File: config.mk
export PLATFORM = sky130hd
export DESIGN_NAME = char_lcd_nibble_interface_sequencer
export DESIGN_NICKNAME = d
export VERILOG_FILES = /design/src/design/lcdn_pkg.sv /design/src/design/lcdn_front.sv /design/src/design/lcdn_queue.sv /design/src/design/lcdn_back.sv /design/src/design/char_lcd_nibble_interface_sequencer.sv
export SDC_FILE = /design/constraint.sdc
export NUM_CORES = 1
export LEC_CHECK = 0
export BUFFER_PORTS_ARGS = -buffer_cell sky130_fd_sc_hd__buf_2
export CORE_AREA = 8 8 165 167
export CTS_BUF_LIST = sky130_fd_sc_hd__clkbuf_4 sky130_fd_sc_hd__clkbuf_8 sky130_fd_sc_hd__clkbuf_16
export CTS_CLUSTER_DIAMETER = 30
export DETAILED_ROUTE_END_ITERATION = 16
export DIE_AREA = 0 0 173 175
export PLACE_DENSITY_LB_ADDON = 0.1
export SYNTH_ARGS = -nofsm -noshare
export SYNTH_HDL_FRONTEND = slang
export SYNTH_HIERARCHICAL = 1
export SYNTH_SLANG_ARGS = --single-unit
File: constraint.sdc
create_clock -name i_clk -period 8.35 [get_ports i_clk]
set_input_delay 1.67 -clock i_clk [delete_from_list [all_inputs] [get_ports i_clk]]
set_output_delay 1.67 -clock i_clk [all_outputs]
set_load 0.005 [all_outputs]
File: src/design/lcdn_pkg.sv
`timescale 1ns / 1ps
// ----------------------------------------------------------------------------
// lcdn_pkg
// Shared types, register indexes and helpers for the character display
// nibble interface sequencer.
// ----------------------------------------------------------------------------
package lcdn_pkg;

    // wait counter width and its saturation limit
    localparam int WAIT_BITS = 16;
    localparam int WAIT_MAX  = (1 << WAIT_BITS) - 1;
    // width wide enough for any unsaturated wait value and for the counter
    localparam int SAT_BITS  = (WAIT_BITS > 17) ? WAIT_BITS : 17;

    // fixed waits of the nibble reset sequence
    localparam int INIT_LONG_WAIT  = 4100;
    localparam int INIT_SHORT_WAIT = 100;

    // item commands
    localparam logic [1:0] CMD_TICK  = 2'd0;
    localparam logic [1:0] CMD_WRITE = 2'd1;
    localparam logic [1:0] CMD_START = 2'd2;

    // configuration register indexes
    localparam int CFG_IDX_BITS = 3;
    localparam int CFG_DATA_BITS = 16;
    localparam logic [CFG_IDX_BITS-1:0] REG_FUNCTION_SET    = 3'd0;
    localparam logic [CFG_IDX_BITS-1:0] REG_ENTRY_MODE      = 3'd1;
    localparam logic [CFG_IDX_BITS-1:0] REG_DISPLAY_CONTROL = 3'd2;
    localparam logic [CFG_IDX_BITS-1:0] REG_REVERSE_PINS    = 3'd3;
    localparam logic [CFG_IDX_BITS-1:0] REG_POWER_UP_WAIT   = 3'd4;
    localparam logic [CFG_IDX_BITS-1:0] REG_COMMAND_WAIT    = 3'd5;
    localparam logic [CFG_IDX_BITS-1:0] REG_CLEAR_WAIT      = 3'd6;
    localparam logic [CFG_IDX_BITS-1:0] REG_ADDRESS_WAIT    = 3'd7;

    // display instructions with special timing
    localparam logic [7:0] INSTR_CLEAR = 8'h01;

    // result group kinds held in the queue
    localparam logic [1:0] KIND_SINGLE = 2'd0;  // one result, current pins
    localparam logic [1:0] KIND_STROBE = 2'd1;  // enable high then low
    localparam logic [1:0] KIND_BYTE   = 2'd2;  // two strobes, high nibble first

    // queue depth between front and back
    localparam int QUEUE_DEPTH    = 4;
    localparam int QUEUE_PTR_BITS = $clog2(QUEUE_DEPTH);

    typedef struct packed {
        logic [1:0] command;
        logic       register_select;
        logic [7:0] byte_value;
    } t_in;

    typedef struct packed {
        logic       accepted;
        logic       busy_res;
        logic       enable_pin;
        logic       select_pin;
        logic [3:0] data_pins;
        logic       last_result;
    } t_out;

    // one queued group of results
    typedef struct packed {
        logic [1:0] kind;
        logic       acc;
        logic       busy;
        logic       sel;
        logic [3:0] nib_hi;
        logic [3:0] nib_lo;
    } t_entry;

    // clamp a wait value to what the counter holds
    function automatic logic [WAIT_BITS-1:0] sat_wait(input logic [SAT_BITS-1:0] v);
        logic [WAIT_BITS-1:0] r;
        if (v > SAT_BITS'(WAIT_MAX)) begin
            r = '1;
        end else begin
            r = v[WAIT_BITS-1:0];
        end
        return r;
    endfunction

    // map a nibble onto the data pins
    function automatic logic [3:0] pin_nibble(input logic [3:0] n, input logic rev);
        logic [3:0] r;
        if (rev) begin
            r = {n[0], n[1], n[2], n[3]};
        end else begin
            r = n;
        end
        return r;
    endfunction

endpackage

File: src/design/lcdn_front.sv
`timescale 1ns / 1ps
// ----------------------------------------------------------------------------
// lcdn_front
// Accepts items, holds configuration, the init sequencer, the wait counter
// and the pin levels, and classifies each item into one queued result group.
// ----------------------------------------------------------------------------
module lcdn_front
    import lcdn_pkg::*;
(
    input  logic                     i_clk,
    input  logic                     i_rst_n,
    input  logic                     i_valid,
    input  t_in                      i_data,
    input  logic                     i_full,
    output logic                     o_push,
    output t_entry                   o_entry,
    input  logic                     i_cfg_we,
    input  logic [CFG_IDX_BITS-1:0]  i_cfg_idx,
    input  logic [CFG_DATA_BITS-1:0] i_cfg_data
);

    typedef enum logic [8:0] {
        ST_IDLE  = 9'b000000001,
        ST_RST1  = 9'b000000010,
        ST_RST2  = 9'b000000100,
        ST_RST3  = 9'b000001000,
        ST_NIB2  = 9'b000010000,
        ST_FSET  = 9'b000100000,
        ST_EMODE = 9'b001000000,
        ST_DCTRL = 9'b010000000,
        ST_CLEAR = 9'b100000000
    } t_init;

    // configuration
    logic [7:0]  r_function_set;
    logic [7:0]  r_entry_mode;
    logic [7:0]  r_display_control;
    logic        r_reverse;
    logic [15:0] r_power_up_wait;
    logic [7:0]  r_command_wait;
    logic [11:0] r_clear_wait;
    logic [7:0]  r_address_wait;

    // sequencer state
    t_init                r_init, n_init;
    logic [WAIT_BITS-1:0] r_wait, n_wait;
    logic                 r_sel, n_sel;
    logic [3:0]           r_dat, n_dat;

    logic                 busy;
    logic                 act;
    logic                 do_byte;
    logic                 byte_rs;
    logic [7:0]           byte_val;
    logic [SAT_BITS-1:0]  byte_wait;

    assign o_push = i_valid && !i_full;

    // configuration writes
    always_ff @(posedge i_clk) begin
        if (!i_rst_n) begin
            r_function_set    <= 8'h28;
            r_entry_mode      <= 8'h06;
            r_display_control <= 8'h0C;
            r_reverse         <= 1'b1;
            r_power_up_wait   <= 16'd45000;
            r_command_wait    <= 8'd40;
            r_clear_wait      <= 12'd1640;
            r_address_wait    <= 8'd100;
        end else if (i_cfg_we) begin
            unique case (i_cfg_idx)
                REG_FUNCTION_SET:    r_function_set    <= i_cfg_data[7:0];
                REG_ENTRY_MODE:      r_entry_mode      <= i_cfg_data[7:0];
                REG_DISPLAY_CONTROL: r_display_control <= i_cfg_data[7:0];
                REG_REVERSE_PINS:    r_reverse         <= i_cfg_data[0];
                REG_POWER_UP_WAIT:   r_power_up_wait   <= i_cfg_data[15:0];
                REG_COMMAND_WAIT:    r_command_wait    <= i_cfg_data[7:0];
                REG_CLEAR_WAIT:      r_clear_wait      <= i_cfg_data[11:0];
                REG_ADDRESS_WAIT:    r_address_wait    <= i_cfg_data[7:0];
                default: ;
            endcase
        end
    end

    // busy wait after a byte: extra waits only for instructions
    always_comb begin
        byte_wait = SAT_BITS'(r_command_wait);
        if (!byte_rs && byte_val == INSTR_CLEAR) begin
            byte_wait = byte_wait + SAT_BITS'(r_clear_wait);
        end
        if (!byte_rs && byte_val[7]) begin
            byte_wait = byte_wait + SAT_BITS'(r_address_wait);
        end
    end

    // item classification and next state
    always_comb begin
        n_init   = r_init;
        n_wait   = r_wait;
        n_sel    = r_sel;
        n_dat    = r_dat;
        busy     = (r_init != ST_IDLE) || (r_wait != '0);
        act      = 1'b0;
        do_byte  = 1'b0;
        byte_rs  = 1'b0;
        byte_val = i_data.byte_value;
        o_entry.kind   = KIND_SINGLE;
        o_entry.acc    = 1'b1;
        o_entry.nib_hi = 4'd0;
        o_entry.nib_lo = 4'd0;

        case (i_data.command)
            CMD_TICK: begin
                if (r_wait != '0) begin
                    n_wait = r_wait - 1'b1;
                    act    = (r_wait == WAIT_BITS'(1));
                end else begin
                    act = 1'b1;
                end
                if (act) begin
                    unique case (r_init)
                        ST_IDLE: ;
                        ST_RST1: begin
                            o_entry.kind   = KIND_STROBE;
                            o_entry.nib_hi = pin_nibble(4'h3, r_reverse);
                            n_wait = sat_wait(SAT_BITS'(INIT_LONG_WAIT));
                            n_init = ST_RST2;
                        end
                        ST_RST2: begin
                            o_entry.kind   = KIND_STROBE;
                            o_entry.nib_hi = pin_nibble(4'h3, r_reverse);
                            n_wait = sat_wait(SAT_BITS'(INIT_SHORT_WAIT));
                            n_init = ST_RST3;
                        end
                        ST_RST3: begin
                            o_entry.kind   = KIND_STROBE;
                            o_entry.nib_hi = pin_nibble(4'h3, r_reverse);
                            n_wait = sat_wait(SAT_BITS'(INIT_SHORT_WAIT));
                            n_init = ST_NIB2;
                        end
                        ST_NIB2: begin
                            o_entry.kind   = KIND_STROBE;
                            o_entry.nib_hi = pin_nibble(4'h2, r_reverse);
                            n_sel  = 1'b0;
                            n_wait = '0;
                            n_init = ST_FSET;
                        end
                        ST_FSET: begin
                            do_byte  = 1'b1;
                            byte_val = r_function_set;
                            n_init   = ST_EMODE;
                        end
                        ST_EMODE: begin
                            do_byte  = 1'b1;
                            byte_val = r_entry_mode;
                            n_init   = ST_DCTRL;
                        end
                        ST_DCTRL: begin
                            do_byte  = 1'b1;
                            byte_val = r_display_control;
                            n_init   = ST_CLEAR;
                        end
                        ST_CLEAR: begin
                            do_byte  = 1'b1;
                            byte_val = INSTR_CLEAR;
                            n_init   = ST_IDLE;
                        end
                        default: n_init = ST_IDLE;
                    endcase
                end
            end
            CMD_WRITE: begin
                if (busy) begin
                    o_entry.acc = 1'b0;
                end else begin
                    do_byte = 1'b1;
                    byte_rs = i_data.register_select;
                end
            end
            CMD_START: begin
                if (busy) begin
                    o_entry.acc = 1'b0;
                end else begin
                    n_sel  = 1'b0;
                    n_dat  = 4'd0;
                    n_wait = sat_wait(SAT_BITS'(r_power_up_wait));
                    n_init = ST_RST1;
                end
            end
            default: o_entry.acc = 1'b0;
        endcase

        // a byte transfer: high nibble strobe then low nibble strobe
        if (do_byte) begin
            o_entry.kind   = KIND_BYTE;
            o_entry.nib_hi = pin_nibble(byte_val[7:4], r_reverse);
            o_entry.nib_lo = pin_nibble(byte_val[3:0], r_reverse);
            n_sel  = byte_rs;
            n_wait = sat_wait(byte_wait);
        end

        // pin level after the item
        if (o_entry.kind == KIND_STROBE) begin
            n_dat = o_entry.nib_hi;
        end else if (o_entry.kind == KIND_BYTE) begin
            n_dat = o_entry.nib_lo;
        end
        if (o_entry.kind == KIND_SINGLE) begin
            o_entry.nib_hi = n_dat;
        end
        o_entry.sel  = n_sel;
        o_entry.busy = (n_init != ST_IDLE) || (n_wait != '0);
    end

    // state update on each input transfer
    always_ff @(posedge i_clk) begin
        if (!i_rst_n) begin
            r_init <= ST_IDLE;
            r_wait <= '0;
            r_sel  <= 1'b0;
            r_dat  <= 4'd0;
        end else if (o_push) begin
            r_init <= n_init;
            r_wait <= n_wait;
            r_sel  <= n_sel;
            r_dat  <= n_dat;
        end
    end

endmodule

File: src/design/lcdn_queue.sv
`timescale 1ns / 1ps
// ----------------------------------------------------------------------------
// lcdn_queue
// Short FIFO of result groups between the front and the back.
// ----------------------------------------------------------------------------
module lcdn_queue
    import lcdn_pkg::*;
(
    input  logic   i_clk,
    input  logic   i_rst_n,
    input  logic   i_push,
    input  t_entry i_entry,
    input  logic   i_pop,
    output logic   o_full,
    output logic   o_empty,
    output t_entry o_entry
);

    t_entry                  r_mem [QUEUE_DEPTH];
    logic [QUEUE_PTR_BITS-1:0] r_wptr;
    logic [QUEUE_PTR_BITS-1:0] r_rptr;
    logic [QUEUE_PTR_BITS:0]   r_count;

    assign o_full  = (r_count == (QUEUE_PTR_BITS+1)'(QUEUE_DEPTH));
    assign o_empty = (r_count == '0);
    assign o_entry = r_mem[r_rptr];

    // storage
    always_ff @(posedge i_clk) begin
        if (i_push) begin
            r_mem[r_wptr] <= i_entry;
        end
    end

    // pointers and fill level
    always_ff @(posedge i_clk) begin
        if (!i_rst_n) begin
            r_wptr  <= '0;
            r_rptr  <= '0;
            r_count <= '0;
        end else begin
            if (i_push) begin
                r_wptr <= r_wptr + 1'b1;
            end
            if (i_pop) begin
                r_rptr <= r_rptr + 1'b1;
            end
            if (i_push && !i_pop) begin
                r_count <= r_count + 1'b1;
            end else if (i_pop && !i_push) begin
                r_count <= r_count - 1'b1;
            end
        end
    end

endmodule

File: src/design/lcdn_back.sv
`timescale 1ns / 1ps
// ----------------------------------------------------------------------------
// lcdn_back
// Plays out each queued group as one, two or four results, one per transfer.
// ----------------------------------------------------------------------------
module lcdn_back
    import lcdn_pkg::*;
(
    input  logic   i_clk,
    input  logic   i_rst_n,
    input  logic   i_empty,
    input  t_entry i_entry,
    output logic   o_pop,
    output logic   o_valid,
    input  logic   i_stall,
    output t_out   o_data
);

    t_entry     r_cur;
    logic       r_have;
    logic [1:0] r_phase;
    logic [1:0] last_phase;
    logic       is_last;
    logic       done;

    // phase of the final result of the group
    always_comb begin
        case (r_cur.kind)
            KIND_STROBE: last_phase = 2'd1;
            KIND_BYTE:   last_phase = 2'd3;
            default:     last_phase = 2'd0;
        endcase
    end

    assign is_last = (r_phase == last_phase);
    assign done    = r_have && !i_stall && is_last;
    assign o_pop   = !i_empty && (!r_have || done);
    assign o_valid = r_have;

    // result fields
    always_comb begin
        o_data.accepted    = r_cur.acc;
        o_data.busy_res    = r_cur.busy;
        o_data.select_pin  = r_cur.sel;
        o_data.enable_pin  = (r_cur.kind != KIND_SINGLE) && !r_phase[0];
        o_data.data_pins   = (r_cur.kind == KIND_BYTE && r_phase[1]) ? r_cur.nib_lo
                                                                     : r_cur.nib_hi;
        o_data.last_result = is_last;
    end

    // current group and phase
    always_ff @(posedge i_clk) begin
        if (!i_rst_n) begin
            r_have  <= 1'b0;
            r_phase <= 2'd0;
        end else if (o_pop) begin
            r_have  <= 1'b1;
            r_phase <= 2'd0;
        end else if (done) begin
            r_have  <= 1'b0;
            r_phase <= 2'd0;
        end else if (r_have && !i_stall) begin
            r_phase <= r_phase + 1'b1;
        end
    end

    always_ff @(posedge i_clk) begin
        if (o_pop) begin
            r_cur <= i_entry;
        end
    end

endmodule

File: src/design/char_lcd_nibble_interface_sequencer.sv
`timescale 1ns / 1ps
// ----------------------------------------------------------------------------
// char_lcd_nibble_interface_sequencer
// Character display 4-bit bus sequencer: power-up init, byte writes, waits.
// ----------------------------------------------------------------------------
// Input channel (i_valid / o_stall / i_data): tick, write or start items.
// Each transfer updates the sequencer state at once and queues one group of
// results. Output channel (o_valid / i_stall / o_data): one result per
// transfer; a tick with no action or a refused item gives one result, a reset
// nibble two (enable high, low) and a byte four (high nibble, low nibble).
// Throughput: one item per cycle while the four-entry group queue has room;
// the output side moves one result per cycle while the receiver does not
// stall, so byte-sized groups drain slower than items arrive and fill the
// queue, which then stalls the input.
// When the receiver stalls, the current result holds and the queue absorbs
// up to four further items before o_stall rises.
// Configuration (i_cfg_we / i_cfg_idx / i_cfg_data) is to be written only
// while idle by the user; the block itself does not enforce it.
// Reset (synchronous, active low) restores the default register values,
// clears the sequencer, the wait counter, the pin levels and the queue.
// ----------------------------------------------------------------------------
module char_lcd_nibble_interface_sequencer
    import lcdn_pkg::*;
(
    input  logic                     i_clk,
    input  logic                     i_rst_n,
    input  logic                     i_valid,
    output logic                     o_stall,
    input  t_in                      i_data,
    output logic                     o_valid,
    input  logic                     i_stall,
    output t_out                     o_data,
    input  logic                     i_cfg_we,
    input  logic [CFG_IDX_BITS-1:0]  i_cfg_idx,
    input  logic [CFG_DATA_BITS-1:0] i_cfg_data
);

    logic   push;
    logic   pop;
    logic   full;
    logic   empty;
    t_entry push_entry;
    t_entry head_entry;

    assign o_stall = full;

    // front: state update and classification
    lcdn_front u_front (
        .i_clk      (i_clk),
        .i_rst_n    (i_rst_n),
        .i_valid    (i_valid),
        .i_data     (i_data),
        .i_full     (full),
        .o_push     (push),
        .o_entry    (push_entry),
        .i_cfg_we   (i_cfg_we),
        .i_cfg_idx  (i_cfg_idx),
        .i_cfg_data (i_cfg_data)
    );

    // group queue
    lcdn_queue u_queue (
        .i_clk   (i_clk),
        .i_rst_n (i_rst_n),
        .i_push  (push),
        .i_entry (push_entry),
        .i_pop   (pop),
        .o_full  (full),
        .o_empty (empty),
        .o_entry (head_entry)
    );

    // back: result playout
    lcdn_back u_back (
        .i_clk   (i_clk),
        .i_rst_n (i_rst_n),
        .i_empty (empty),
        .i_entry (head_entry),
        .o_pop   (pop),
        .o_valid (o_valid),
        .i_stall (i_stall),
        .o_data  (o_data)
    );

endmodule

==> results.py <==
metrics = {
    "outcome": {
        "status": "completed",
    },
    "setup_path": {
        "critical_path_class": "reg -> reg",
        "crit_top_cell": "nor2_1",
        "cp-end-kind": "register",
        "cp.arrival_ps": 6600,
        "max_stage_delay_ps": 710,
        "cp_data_required_time_ps": 8480,
        "cpMaxStageDelayCell": "o21ai_1",
        "worstSetupStartpointType": "register",
        "critPathMaxFanout": 16,
        "cp_cell_sequence": "or4b_1 -> nor2_1 -> a32oi_1 -> and4b_1 -> and3_1 -> o21ai_1 -> mux2_2 -> ha_1 -> fa_1 -> a21oi_1 -> nor2_1 -> nor2_1 -> o21ai_0 -> a21oi_1 -> nor2b_1 -> o21ai_0 -> o211ai_1 -> nor3_1 -> nand4_1 -> or4_1",
    },
    "global_routing": {
        "grt_pass1_wl_um": 43100,
        "first_global_vias": 7574,
        "grt_use_met2_pct": 28.9,
        "top_usage_layer": "met2",
        "grt_util_all_layers_pct": 17.7,
        "met1_usage_pct": 24.0,
        "antenna_found_initial": 0,
        "grt_max_degree": 63,
        "use_met3_pct": 2.42,
        "overflow": 0,
    },
    "synth": {
        "synth_common_cells": "nand2_1 (207), dfxtp_1 (111), edfxtp_1 (65)",
        "syn_area_um2": 9720,
        "synthTopCellsByArea": "dfxtp_1 (23%), edfxtp_1 (20%), nand2_1 (8.0%)",
        "yosysSeqAreaShare_pct": 42.9,
        "syn_area_per_cell_um2": 9.06,
        "ys_ff_latch": 176,
        "synthArstFlopShare_pct": 0,
        "synth.most_common_cell": "nand2_1",
        "synth_ff_type": "dfxtp_1",
        "yosysUniqueCellTypes": 79,
        "synth_nets": 1142,
        "synth_edf_count": 65,
        "yosysWarnings": 6,
        "synth_area_leader_cell": "dfxtp_1",
        "syn_inst": 1073,
        "synth_top_area_share_pct": 22.9,
    },
    "cells_and_area": {
        "final_util_pct": 43.5,
        "syn_to_final_growth_pct": 10.5,
        "nets": 1151,
        "stdcell_count": 1426,
        "final_layout_size_suffix_gt1_share_pct": 11.0,
    },
    "floorplan": {
        "initial_utilization_pct": 39.4,
        "die_w_um": 173,
        "dieHeight_um": 175,
        "core_area_um2": 24700,
        "num_io_pins": 46,
        "rows": 58,
        "die_area_um2": 30300,
    },
    "timing": {
        "fin_tns_setup_ps": 0,
        "finClkSkew_ps": 15.8,
        "drv_slew": 0,
        "finalSetupViolCount": 0,
        "worst_pin_slew_ps": 1050,
        "hold_violations": 0,
        "rsz0062_at_grt": "no",
        "slew_headroom_pct": 29.8,
        "timing.fmax_mhz": 155,
        "fin_crit_sh_pct": 77.5,
        "period_needed_ps": 6470,
    },
    "route": {
        "drt_first_pass_iters": 6,
        "wl_um": 26900,
        "vias_per_cell": 5.50,
        "vias": 7838,
        "drt_iter0_drc": 617,
        "wl_per_cell_um": 18.9,
        "drc": 0,
        "ant_nets": 0,
    },
    "pwr": {
        "leakage_nw": 4.06,
        "ir_drop_v": 0.000138,
        "power_density_nw_per_um2": 238,
        "p_total_w": 0.00256,
    },
    "worst_hold_path": {
        "worstHoldPathType": "reg -> reg",
    },
    "clock_tree": {
        "cts_resized": 0,
        "htree_levels": 4,
        "clk_latency_ps": 440,
        "cts-root-buf": "clkbuf_16",
        "cts_buffer_depth": 2,
        "cts_sinks": 176,
        "postCtsSetupRepairBufs": 0,
        "cts_tree": "built",
        "ctsHoldBuffers": 0,
        "numCtsBuffers": 17,
        "clk_pin_slew_worst_paths_ps": 70,
    },
    "flow_run": {
        "maxCapViolCount": 0,
    },
    "place": {
        "hpwlAfterDp_um": 19500,
        "portBuffers": 45,
        "place.gp.congestion": 0.855,
        "dpl.cell_count": 1393,
    },
}
==> layout by cell type, fill, tap and decap left out, types with 8 or more instances in the layout <==
master     instances
nor2b_1           12
o21ai_0           59
xor2_1            12
or4_1             11
buf_2             45
mux4_2            10
nand3_1           43
nand4_1           12
edfxtp_1          65
mux2_2            10
nand2_1          207
nor3b_1           11
a21o_1            10
nor4_1            11
buf_4              8
a22oi_1           14
dfxtp_1          111
clkbuf_16         17
nor2_1            64
ha_1              31
a21oi_1           34
or3_1              9
xnor2_1           17
nor3_1            32
a21boi_0          52
and2_1            19
a211oi_1          11
inv_1             24
==> final timing paths <==
check | start | endpoint | slack (ps) | cells past startpoint
worst max-delay path | u_front/r_init[6] | u_queue/r_mem[1][9] | 1880 | 20
worst min-delay path | u_front/r_power_up_wait[9] | u_front/r_power_up_wait[9] | 470 | 2
worst max register to register | u_front/r_init[6] | u_queue/r_mem[1][9] | 1880 | 20
worst min register to register | u_front/r_power_up_wait[9] | u_front/r_power_up_wait[9] | 470 | 2
==> worst max-delay path: cells and delay by family (launching register included) <==
kind | cells | cell delay (ps)
muxes | 1 | 440
DFF | 1 | 450
AOI/OAI and AO/OA | 7 | 1770
adders and majority gates | 2 | 610
and+or+nand+nor | 10 | 2890
==> kinds of logic (layout without fill, tap and decap cells) <==
kind of cell | Yosys count | in the layout | share of synthesized area, %
simple gates | 470 | 470 | 23.5
compound gates | 247 | 247 | 17.3
flops | 176 | 176 | 42.9
buf+inv | 89 | 111 | 4.04
fa+ha+maj | 34 | 34 | 4.61
xor+xnor | 29 | 29 | 2.61
mux | 28 | 28 | 4.93
other cells | 0 | 1 | 0
==> metrics by stage <==
stage,cell area [um2],setup WS [ps],hold WS [ps]
after floorplan,9720,2360,439
after global placement,10100,1570,452
after detailed placement,10100,1490,462
after CTS,10700,1900,473
after global routing,10700,1330,484
final,10700,1880,471
==> cell type report <==
type,instances,area (um2)
well taps,330,413
fillers,2475,13900
flip-flops and latches,176,4170
repair buffers,53,285
clock inverters,15,186
diodes,1,2.50
clock buffers,17,425
inverters,26,98.8
multi-input cells,808,5160
==> routing by layer <==
| layer | vias to the layer above | routed length (um) | part of all wire (%) |
|---|---|---|---|
| met3 | 31 | 947 | 3.5 |
| met4 | 0 | 520 | 1.9 |
| met5 | - | 0 | 0 |
| met1 | 3736 | 13200 | 49 |
| li1 | 3902 | - | - |
| met2 | 169 | 12200 | 45 |
==> state kept, by name, summed over array words and instances (netlist names), 4 cells and up, named ones only <==
register	count
u_front/r_command_wait	8
u_front/r_clear_wait	12
u_queue/r_mem	52
u_front/r_init	9
u_front/r_display_control	8
u_front/r_entry_mode	8
u_front/r_power_up_wait	16
u_front/r_dat	4
u_front/r_address_wait	8
u_front/r_function_set	8
u_back/r_cur	10
u_front/r_wait	16
==> power breakdown <==
group	switching, W	leakage, nW	internal (W)
clock network	0.000400	0.296	0.000432
logic	0.000370	2.21	0.000265
registers	0.0000859	1.56	0.00101
(Power assumes the default switching activity.)
